### src/rtl/csk_sqrt.sv
// pipelined integer square root, one root bit per stage
module csk_sqrt #(
  parameter int  SW     = 32,
  parameter type side_t = logic
) (
  input  logic            clk_i,
  input  logic            rst_ni,
  input  logic            en_i,
  input  logic            valid_i,
  input  logic [2*SW-1:0] rad_i,
  input  side_t           side_i,
  output logic            valid_o,
  output logic [SW-1:0]   root_o,
  output side_t           side_o
);

  logic            vld [SW+1];
  logic [2*SW-1:0] rad [SW];
  logic [SW+1:0]   rm  [SW];
  logic [SW-1:0]   rt  [SW+1];
  side_t           sd  [SW+1];

  assign vld[0] = valid_i;
  assign rad[0] = rad_i;
  assign rm[0]  = '0;
  assign rt[0]  = '0;
  assign sd[0]  = side_i;

  for (genvar k = 0; k < SW; k++) begin : g_stg
    logic [SW+3:0] sh;
    logic [SW+3:0] tr;
    logic [SW+3:0] df;
    logic          ge;

    assign sh = {rm[k], rad[k][2*SW-1 -: 2]};
    assign tr = {2'b00, rt[k], 2'b01};
    assign ge = sh >= tr;
    assign df = sh - tr;

    always_ff @(posedge clk_i or negedge rst_ni) begin
      if (!rst_ni) begin
        vld[k+1] <= 1'b0;
      end else if (en_i) begin
        vld[k+1] <= vld[k];
      end
    end

    always_ff @(posedge clk_i) begin
      if (en_i) begin
        rt[k+1] <= {rt[k][SW-2:0], ge};
        sd[k+1] <= sd[k];
      end
    end

    if (k < SW - 1) begin : g_rem
      always_ff @(posedge clk_i) begin
        if (en_i) begin
          rm[k+1]  <= ge ? df[SW+1:0] : sh[SW+1:0];
          rad[k+1] <= {rad[k][2*SW-3:0], 2'b00};
        end
      end
    end
  end

  assign valid_o = vld[SW];
  assign root_o  = rt[SW];
  assign side_o  = sd[SW];

endmodule

### config.mk
export PLATFORM = sky130hd
export DESIGN_NAME = csk_sqrt
export DESIGN_NICKNAME = d
export VERILOG_FILES = /design/src/rtl/csk_sqrt.sv
export SDC_FILE = /design/constraint.sdc
export NUM_CORES = 2
export LEC_CHECK = 0
export BUFFER_PORTS_ARGS = -buffer_cell sky130_fd_sc_hd__buf_2
export CORE_MARGIN = 3
export CORE_UTILIZATION = 50
export CTS_CLUSTER_SIZE = 24
export DETAILED_ROUTE_END_ITERATION = 10
export HOLD_SLACK_MARGIN = 0.1
export PLACE_DENSITY_LB_ADDON = 0.1
export SYNTH_ARGS = -nofsm -noshare
export SYNTH_HDL_FRONTEND = slang
export SYNTH_SLANG_ARGS = --single-unit
### constraint.sdc
create_clock -name clk_i -period 4.6 [get_ports clk_i]
set_input_delay 0.69 -clock clk_i [delete_from_list [all_inputs] [get_ports clk_i]]
set_output_delay 0.69 -clock clk_i [all_outputs]
set_load 0.02 [all_outputs]
==> out/results.txt <==
Status: finished clean
Sequential area share after synthesis: 65.0%
GR met3 Demand/Resource: 2.35%
Die area: 0.244 mm2
Post-synthesis simple-gate area fraction: 9.51%
Max_cap viols: 0
Final setup viols: 0
Met2 Use GR: 33.6%
Detailed Place HPWL: 176 mm
Die W: 494 um
CP max stage delay: 0.63 ns
DRC: 0
Worst Path Arrival: 4.77 ns
Synth Area in Compound Gates: 9.28%
Worst-Margin Slew: 1.01 ns
CP endpoint kind: flip-flop
Clock Sinks: 2587
Top-area cell type share of the netlist area: 64.4%
Leak: 51.5 nW
Largest net degree at the start of global routing: 111
Initial core utilization: 50.5%
Post-synth EDFFs: 2555
Ys Warns: 0
Max VDD drop: 0.401 mV
TNS Setup: 0 ns
Power Dens Cells: 501 mW/mm2
Routing usage on met1: 26.4%
First-pass GRT wire length: 384 mm
Final hold vios: 0
Worst reg2reg startpoint: g_stg[30].sh[2]$_DFFE_PP_
RSZ-0062 raised after global routing: no
Yosys reg bits: 2587
Clock Skew: 0.0593 ns
Core area: 0.236 mm2
Mux cell area share after synthesis: 1.28%
Hold_sp: en_i
Clock transition at path regs: 0.06 ns
Syn nets: 9722
Adder-cell area share of the yosys netlist: 5.90%
Number of DRC violations after detailed-routing iteration 0: 5245
Post-synthesis xor/xnor area fraction: 6.11%
Vias in the first global route: 69300
Initial antenna violation count: 5
Nets: 10100
Fmax: 242 MHz
Reg2reg end: g_stg[31].sh[15]$_DFFE_PP_
Largest area contributor in the netlist: edfxtp_1
Worst R2R Path Depth: 10
CTS max path bufs: 4
Post-synth ARST share: 1.24%
Num ports: 103
Post-synth top flop: edfxtp_1
Vert. Die Dim: 494 um
Drt first pass iters: 6
Critical-path top delay cell: a21o_2
Gr busiest metal: met2
IO buf count: 102
Post-CTS Hold Buffers: 68
Largest cells by area after synthesis: edfxtp_1 (64%), ha_1 (5.9%), xnor2_1 (3.3%)
Syn Area/Cell: 13.1 um2
GRT overflow: 0
Vias/cell: 5.50
Worst setup startpoint: g_stg[30].sh[2]$_DFFE_PP_
Area delta synth->final: 12.6%
Synth cell types: 91
Worst hold endpoint: rad[1922]$_DFFE_PP_
Combinational family with the most area after synthesis: simple AND/OR/NAND/NOR gates
H-tree levels: 5
Post-CTS Resized: 0
Rows: 178
Worst skew pair latency: 0.92 ns
Post-synthesis cell count: 9091
Max FO, Critical Path: 26
Post-DRT Antenna Nets: 0
CTS root buf: clkbuf_16
Worst reg2reg setup slack: 0.46 ns
Synthesized cell area: 0.119 mm2
GR Util All Layers: 19.8%
WHS: 0.312 ns
DR WL/cell: 19.1 um
CP startpoint kind: flip-flop
Cell breakdown of the critical path: ha_1 > nor2b_1 > o21a_1 > o21ai_0 > a311oi_1 > a21o_1 > a31oi_1 > o31ai_1 > a21o_2 > mux2_2
Layout cells sized above 1: 8.51%
GP Congestion: 0.913
CTS tree: yes
DR vias: 70800
Slew Limit Fails: 0
Req. time, crit path: 5.23 ns
Postcts setup bufs: 0
HP Class: in -> reg
Final min period: 4.14 ns
Worst hold path depth: 1
CP Class: reg -> reg
CTS Buf Count: 295
Max-Slew Margin vs Limit: 33.0%
WL final: 245 mm
Post-route clock period utilization: 90.0%
## worst max-delay path by stage
stage,endpoint,slack [ns],cells past startpoint
global placement,g_stg[31].sh[6]$_DFFE_PP_,0.68,10
detailed placement,g_stg[31].sh[21]$_DFFE_PP_,0.59,10
floorplan,g_stg[31].sh[10]$_DFFE_PP_,1.10,13
finish,g_stg[31].sh[15]$_DFFE_PP_,0.46,10
CTS,g_stg[31].sh[21]$_DFFE_PP_,0.54,10
global route,g_stg[24].sh[33]$_DFFE_PP_,0.27,13
## critical path: cells and delay by family, from the launching register on
family / cells / cell delay, ns
compound gates: 7 / 2.53
flops: 1 / 0.40
fa+ha+maj: 1 / 0.36
simple gates: 1 / 0.16
mux: 1 / 0.40
## power breakdown
| part | internal (mW) | switching (mW) |
|---|---|---|
| sequential | 29.8 | 2.01 |
| combinational | 5.59 | 7.39 |
| clock | 13.4 | 9.02 |
| total | 48.8 | 18.4 |
## cell families (layout without fill, tap and decap cells)
logic type                 after synthesis  after routing
other                                    1              3
adders and majority gates              562            562
xor gates and xnor gates               832            832
buffers and inverters                  903           1518
and+or+nand+nor                       2286           2286
muxes                                  137            137
AOI/OAI and AO/OA                     1783           1783
DFF                                   2587           2587
## registers in the layout, summed over array words and instances (netlist names)
signal / cells
sd: 31
side_o: 1
vld: 31
valid_o: 1
rad: 930
g_stg.sh: 1065
g_stg.tr: 496
root_o: 32
## synth_stat cells (56+ instances only)
library cell and instances:
or4_1 60, a21oi_1 503, nor4_1 108, and3_1 56, nand2_1 620, nand3_1 168
xor2_1 382, o21a_1 112, nand2b_1 111, clkbuf_1 129, xnor2_1 450, ha_1 562
mux2_2 124, nor2_1 495, o21ai_0 492, or3_1 94, edfxtp_1 2555, nor2b_1 74
nor3_1 239, inv_1 730, nand4_1 74, a21o_1 263, o31ai_1 63
## metal layers
metal	part of all wire [%]	vias to the layer above
li1	-	34400
met1	44	34400
met2	49	1473
met3	3.6	494
met4	3.5	0
met5	0	-
## per-stage QoR
stage	cells	setup slack, ns	cell area [um2]	util, %	total power [mW]
CTS	12900	0.536	134000	56.9	68.0
global placement	12300	0.681	124000	52.7	44.9
floorplan	9091	1.10	119000	-	40.9
detailed placement	12300	0.594	124000	52.7	45.1
global route	12900	0.269	134000	56.9	70.7
finish	12900	0.461	134000	56.9	67.2
## layout make-up
class | instances | area, um2
multi-input cells | 5601 | 38400
well taps | 3150 | 3940
inverters | 731 | 2740
repair buffers | 282 | 2470
fillers | 19100 | 102000
clock inverters | 161 | 1570
flip-flops and latches | 2587 | 77500
diodes | 2 | 5.00
clock buffers | 344 | 7660
## layout by cell type (no fill, tap or decap), types with 32 or more instances in the layout
cell type      instances
edfxtp_1            2555
inv_1                730
nand2_1              620
ha_1                 562
a21oi_1              502
nor2_1               495
o21ai_0              492
xnor2_1              450
xor2_1               382
clkbuf_16            298
a21o_1               262
nor3_1               236
nand3_1              168
mux2_2               124
o21a_1               112
nand2b_1             111
nor4_1               108
buf_2                101
or3_1                 94
buf_4                 78
nor2b_1               74
nand4_1               74
dlygate4sd3_1         68
o31ai_1               62
clkinv_1              62
or4_1                 60
and3_1                56
a31oi_1               49
clkbuf_1              43
or2_2                 42
clkinv_2              42
o21bai_1              38
a211oi_1              37
nand3b_1              35
buf_12                35
dfrtp_1               32
Power figures use the tool's default switching activity.
