## config.mk

```make
export PLATFORM = sky130hd
export DESIGN_NAME = csk_div
export DESIGN_NICKNAME = d
export VERILOG_FILES = /design/src/rtl/csk_div.sv
export SDC_FILE = /design/constraint.sdc
export NUM_CORES = 2
export LEC_CHECK = 0
export ABC_CLOCK_PERIOD_IN_PS = 3950
export BUFFER_PORTS_ARGS = -buffer_cell sky130_fd_sc_hd__buf_2
export CORE_ASPECT_RATIO = 0.6
export CORE_MARGIN = 2
export CORE_UTILIZATION = 30
export DETAILED_ROUTE_END_ITERATION = 8
export GPL_TIMING_DRIVEN = 0
export PLACE_DENSITY_LB_ADDON = 0.08
export SKIP_CTS_REPAIR_TIMING = 1
export SLEW_MARGIN = 10
export SYNTH_ARGS = -nofsm -noshare
export SYNTH_HDL_FRONTEND = slang
export SYNTH_SLANG_ARGS = --single-unit
```

## constraint.sdc

```tcl
create_clock -name clk_i -period 3.95 [get_ports clk_i]
set_input_delay 0.1975 -clock clk_i [delete_from_list [all_inputs] [get_ports clk_i]]
set_output_delay 0.1975 -clock clk_i [all_outputs]
set_load 0.005 [all_outputs]
```

## src/rtl/csk_div.sv

```systemverilog
// pipelined restoring divider, one quotient bit per stage; rem_i < den_i
module csk_div #(
  parameter int  QW    = 17,
  parameter int  DW    = 32,
  parameter int  LANES = 1,
  parameter type side_t = logic
) (
  input  logic                          clk_i,
  input  logic                          rst_ni,
  input  logic                          en_i,
  input  logic                          valid_i,
  input  logic [LANES-1:0][DW-1:0]      rem_i,
  input  logic [LANES-1:0][QW-1:0]      num_i,
  input  logic [DW-1:0]                 den_i,
  input  side_t                         side_i,
  output logic                          valid_o,
  output logic [LANES-1:0][QW-1:0]      quo_o,
  output side_t                         side_o
);

  logic                     vld [QW+1];
  logic [LANES-1:0][DW-1:0] rem [QW];
  logic [LANES-1:0][QW-1:0] nq  [QW+1];
  logic [DW-1:0]            den [QW];
  side_t                    sd  [QW+1];

  assign vld[0] = valid_i;
  assign rem[0] = rem_i;
  assign nq[0]  = num_i;
  assign den[0] = den_i;
  assign sd[0]  = side_i;

  for (genvar k = 0; k < QW; k++) begin : g_stg
    logic [LANES-1:0][DW:0]   tr;
    logic [LANES-1:0][DW:0]   df;
    logic [LANES-1:0]         ge;
    logic [LANES-1:0][DW-1:0] rem_n;
    logic [LANES-1:0][QW-1:0] nq_n;

    always_comb begin
      for (int l = 0; l < LANES; l++) begin
        tr[l]    = {rem[k][l], nq[k][l][QW-1]};
        ge[l]    = tr[l] >= {1'b0, den[k]};
        df[l]    = tr[l] - {1'b0, den[k]};
        rem_n[l] = ge[l] ? df[l][DW-1:0] : tr[l][DW-1:0];
        nq_n[l]  = {nq[k][l][QW-2:0], ge[l]};
      end
    end

    always_ff @(posedge clk_i or negedge rst_ni) begin
      if (!rst_ni) begin
        vld[k+1] <= 1'b0;
      end else if (en_i) begin
        vld[k+1] <= vld[k];
      end
    end

    always_ff @(posedge clk_i) begin
      if (en_i) begin
        nq[k+1] <= nq_n;
        sd[k+1] <= sd[k];
      end
    end

    if (k < QW - 1) begin : g_rem
      always_ff @(posedge clk_i) begin
        if (en_i) begin
          rem[k+1] <= rem_n;
          den[k+1] <= den[k];
        end
      end
    end
  end

  assign valid_o = vld[QW];
  assign quo_o   = nq[QW];
  assign side_o  = sd[QW];

endmodule

```

==> run summary <==
Of the available clock period, the critical path in the final layout requires 1.02. The floorplan step set the die width to 649 um. The first detailed-routing pass ran for 7 iterations. Of the cells placed in the final design, the portion with a size suffix greater than 1 is 0.108. For this configuration, the core starts out at a cell density of 0.301.

The netlist area before placement is 75,000 um2. The measured slew at the worst slew-check pin is ~1.0 ns. The endpoint of the worst-slack reg-to-reg timing path is g_stg[12].tr[1]. The path with the worst hold slack has its endpoint at g_stg[1].tr[2]. The residual antenna-violating net count after detailed routing is 0. The path class of the tightest hold or removal check is input port to flop. The via count is 53,100. Among all stages on the critical path, the largest delay is contributed by sky130_fd_sc_hd__nor4_1. The placeable core region is between 200,000 and 250,000 um2.

The post-synthesis average cell area came out at 11.2 um2. The first global-routing pass estimated 334,000 um of wire. The worst max-slew margin expressed relative to the limit is 0.298. The number of nets in the finished design is between 7,000 and 8,000. The critical path buffer and inverter count came out at 1.

The DRC violations left came out at 0. Compared with the post-synthesis result, the final layout area differs by 16.8%. The class of the most critical setup path is flop to flop. The cell area after layout came out at just under 90,000 um2.

Across the run, the number of max-cap violations was 0. The total congestion overflow came out at 0. The number of antenna violations at the first check in global routing came out at 16.

The share of synthesized registers carrying an async set or reset is 0.0126. The instance area at placement is 80,000 um2. The smallest setup slack after layout came out at -0.0662 ns. The count of filler cells inserted in the layout is 24,900. IR analysis of the VDD net gives a maximum drop of 0.330 mV.

The number of standard cells after synthesis came out at ~6,700. The commonest cells after synthesis are sky130_fd_sc_hd__edfxtp_1, sky130_fd_sc_hd__inv_1, sky130_fd_sc_hd__nand2_1. The run finished, with violations left. The count of cell types in the netlist came out at 99. The maximum buffer depth of the clock tree is 4. The largest area contributor in the synthesized netlist is sky130_fd_sc_hd__edfxtp_1.

Final hold analysis gives a worst-case slack of 0.0275 ns. The final number of hold-violating endpoints came out at 0. The final critical-path required period came out at 4.02 ns. Across all register-to-register paths, the minimum setup slack is -0.07 ns. The overall track demand over capacity in global routing came out at 0.176. The number of pins exceeding their max-slew limit in the final report was 0.

Entering global routing, the biggest net connects around 150 pins. The die height is 391 um. The half-perimeter wire length of the detailed placement result is 179,000 um. The count of buffers from port buffering is 104.

In the routed layout, each cell is associated on average with a via count of 5.03. The part of the Yosys area used for sequential elements is 0.539. The most numerous cell on the critical path is sky130_fd_sc_hd__nand3_1. The via count of the first global-routing pass is 49,600. The data arrival time of the critical path is 4.56 ns. The checks that failed: negative setup slack. The final weighted congestion of routability-driven global placement came out at 0.865. The post-layout utilization of the core is 0.351. The number of I/O pins is 105.

Synthesis produced a netlist with a net count of approximately 7,300. The areal power density over the cells came out at 848 nW/um2. Setup repair after global routing could not meet its margin everywhere. The source-to-sink clock delay at the later pin of the worst-skew pair came out at approximately 0.83 ns. For this run, the leading register cell type out of synthesis is sky130_fd_sc_hd__edfxtp_1. The CTS sink count came out at 1,347. The data required time of the critical path came out at 4.49 ns. The startpoint of the most critical setup path is g_stg[11].tr[24]. The number of cells on the worst reg-to-reg path came out at 10. The clock tree from TritonCTS is built. Summed over all layers, the routed wires come to 231,000 um. The setup TNS after final layout is -0.116 ns. Between clock sinks in the finished design, the worst skew comes to 0.0610 ns. On the critical path the largest part of the delay comes from simple AND/OR/NAND/NOR gates. The number of H-tree levels is 4. The die area came out at 254,000 um2.

The maximum fanout along the worst path came out at 10. The number of CTS-inserted buffers is 157. The area share of the largest cell type after synthesis came out at 0.533. The starting DRC count in detailed routing is 5,306. The count of synthesis-stage warnings from yosys came out at 0. Ranked by total cell area, the synthesized netlist is headed by sky130_fd_sc_hd__edfxtp_1, sky130_fd_sc_hd__ha_1, sky130_fd_sc_hd__o21ai_0.

The number of rows in the core area came out at 142. Summing internal, switching and leakage power gives 0.0742 W. The worst min-delay path startpoint is rem_i[0]. STA classifies the critical path endpoint as a flop. The fmax is 0.249 GHz.

Setup violations remaining at the end of the flow were counted as 3. The leakage component of the power came out at 35.4 nW. The total of flip-flops plus latches after synthesis came out at 1,347. In the post-synthesis netlist, the cell with the most instances is sky130_fd_sc_hd__edfxtp_1. The number of enable flip-flop cells after synthesis came out at ~1,300.

The kind of start point of the critical path is a flop. The number of cells on the worst hold path is 4. The delay of the slowest critical-path stage came out at 0.76 ns. After detailed routing, the average wire length per cell comes to 21.9 um. The tree is rooted in a sky130_fd_sc_hd__clkbuf_16.

The worst flop-to-flop path startpoint is g_stg[11].tr[24]. The clock transition at the registers of the reported paths is 0.07 ns. Traced cell by cell, the critical path runs through ha_1 > nand3_1 > or3_1 > nor4_1 > a21oi_1 > nand3_1 > o21ai_4 > buf_2 > nand2_1 > o21ai_0.
logic make-up after synthesis:
group / count (synthesis) / share of synthesized area
xor+xnor: 411 / 0.0480
fa+ha+maj: 560 / 0.0951
compound gates: 1841 / 0.155
flops: 1347 / 0.539
mux: 164 / 0.0245
simple gates: 1535 / 0.0961
buf+inv: 840 / 0.0431
tightest hold or removal path, stage by stage:
cell and delay, ns:
sky130_fd_sc_hd__buf_2 0.12, sky130_fd_sc_hd__inv_1 0.08, sky130_fd_sc_hd__fa_1 0.16, sky130_fd_sc_hd__o21ai_0 0.08
cell usage in the layout, fill, tap and decap left out, types with 79 or more instances in the layout:
master                          instances
sky130_fd_sc_hd__nor2b_1               80
sky130_fd_sc_hd__nand2b_1              79
sky130_fd_sc_hd__clkbuf_1             100
sky130_fd_sc_hd__ha_1                 536
sky130_fd_sc_hd__mux2_2               111
sky130_fd_sc_hd__o21ai_0              514
sky130_fd_sc_hd__nand3_1              105
sky130_fd_sc_hd__buf_2                122
sky130_fd_sc_hd__a21oi_1              450
sky130_fd_sc_hd__nand4_1               92
sky130_fd_sc_hd__inv_1                675
sky130_fd_sc_hd__edfxtp_1            1330
sky130_fd_sc_hd__dlygate4sd3_1         85
sky130_fd_sc_hd__xnor2_1              228
sky130_fd_sc_hd__xor2_1               183
sky130_fd_sc_hd__a21o_1               295
sky130_fd_sc_hd__nand2_1              594
sky130_fd_sc_hd__clkbuf_16            163
sky130_fd_sc_hd__nor2_1               313
report_power, final:
| part | internal [W] | switching [W] | leakage [nW] | total, W |
|---|---|---|---|---|
| clock network | 0.00836 | 0.00610 | 2.38 | 0.0145 |
| registers | 0.0212 | 0.00253 | 13.2 | 0.0237 |
| logic | 0.0144 | 0.0217 | 19.8 | 0.0360 |
| total | 0.0439 | 0.0303 | 35.4 | 0.0742 |
through the flow:
stage | setup slack (ns) | instances
3_3_place_gp | -20.15 | 10100
3_5_place_dp | -1.20 | 10100
6_report | -0.0662 | 10600
5_1_grt | -0.0851 | 10500
4_1_cts | -1.29 | 10400
2_1_floorplan | 0.661 | 6698
area by class of cell:
type	instances	area [um2]	area share
Sequential cell	1347	40400	0.461
Clock buffer	185	4130	0.0471
Inverter	678	2550	0.0292
Tap cell	3312	4140	0.0473
Timing Repair Buffer	282	2560	0.0293
Buffer	154	823	0.00940
Clock inverter	78	785	0.00896
Multi-Input combinational cell	4511	32200	0.367
Antenna cell	5	12.5	0.000143
per-layer routing:
metal | vias to the layer above | wire length [um] | track usage
met5 | - | 0 | 0
met1 | 25900 | 127000 | 0.291
met4 | 0 | 3390 | 0.0301
li1 | 25500 | - | -
met2 | 1484 | 83000 | 0.218
met3 | 218 | 18000 | 0.0511
how the worst max path moves through the flow:
| stage | to | slack (ns) | depth (start not counted) |
|---|---|---|---|
| 3_5_place_dp | g_stg[13].tr[25] | -1.20 | 13 |
| 4_1_cts | g_stg[13].tr[25] | -1.29 | 13 |
| 2_1_floorplan | g_stg[13].tr[25] | 0.66 | 13 |
| 3_3_place_gp | g_stg[1].nq_n[11] | -20.15 | 1 |
| 5_1_grt | g_stg[13].tr[25] | -0.09 | 16 |
| 6_report | g_stg[12].tr[1] | -0.07 | 10 |
state kept, by name, indices dropped and copies added, names as in the netlist:
signal	cells
g_stg.tr	528
sd	16
side_o	1
den	512
g_stg.nq_n	256
quo_o	17
valid_o	1
vld	16
Note: power is estimated with default switching activity, not from simulation.
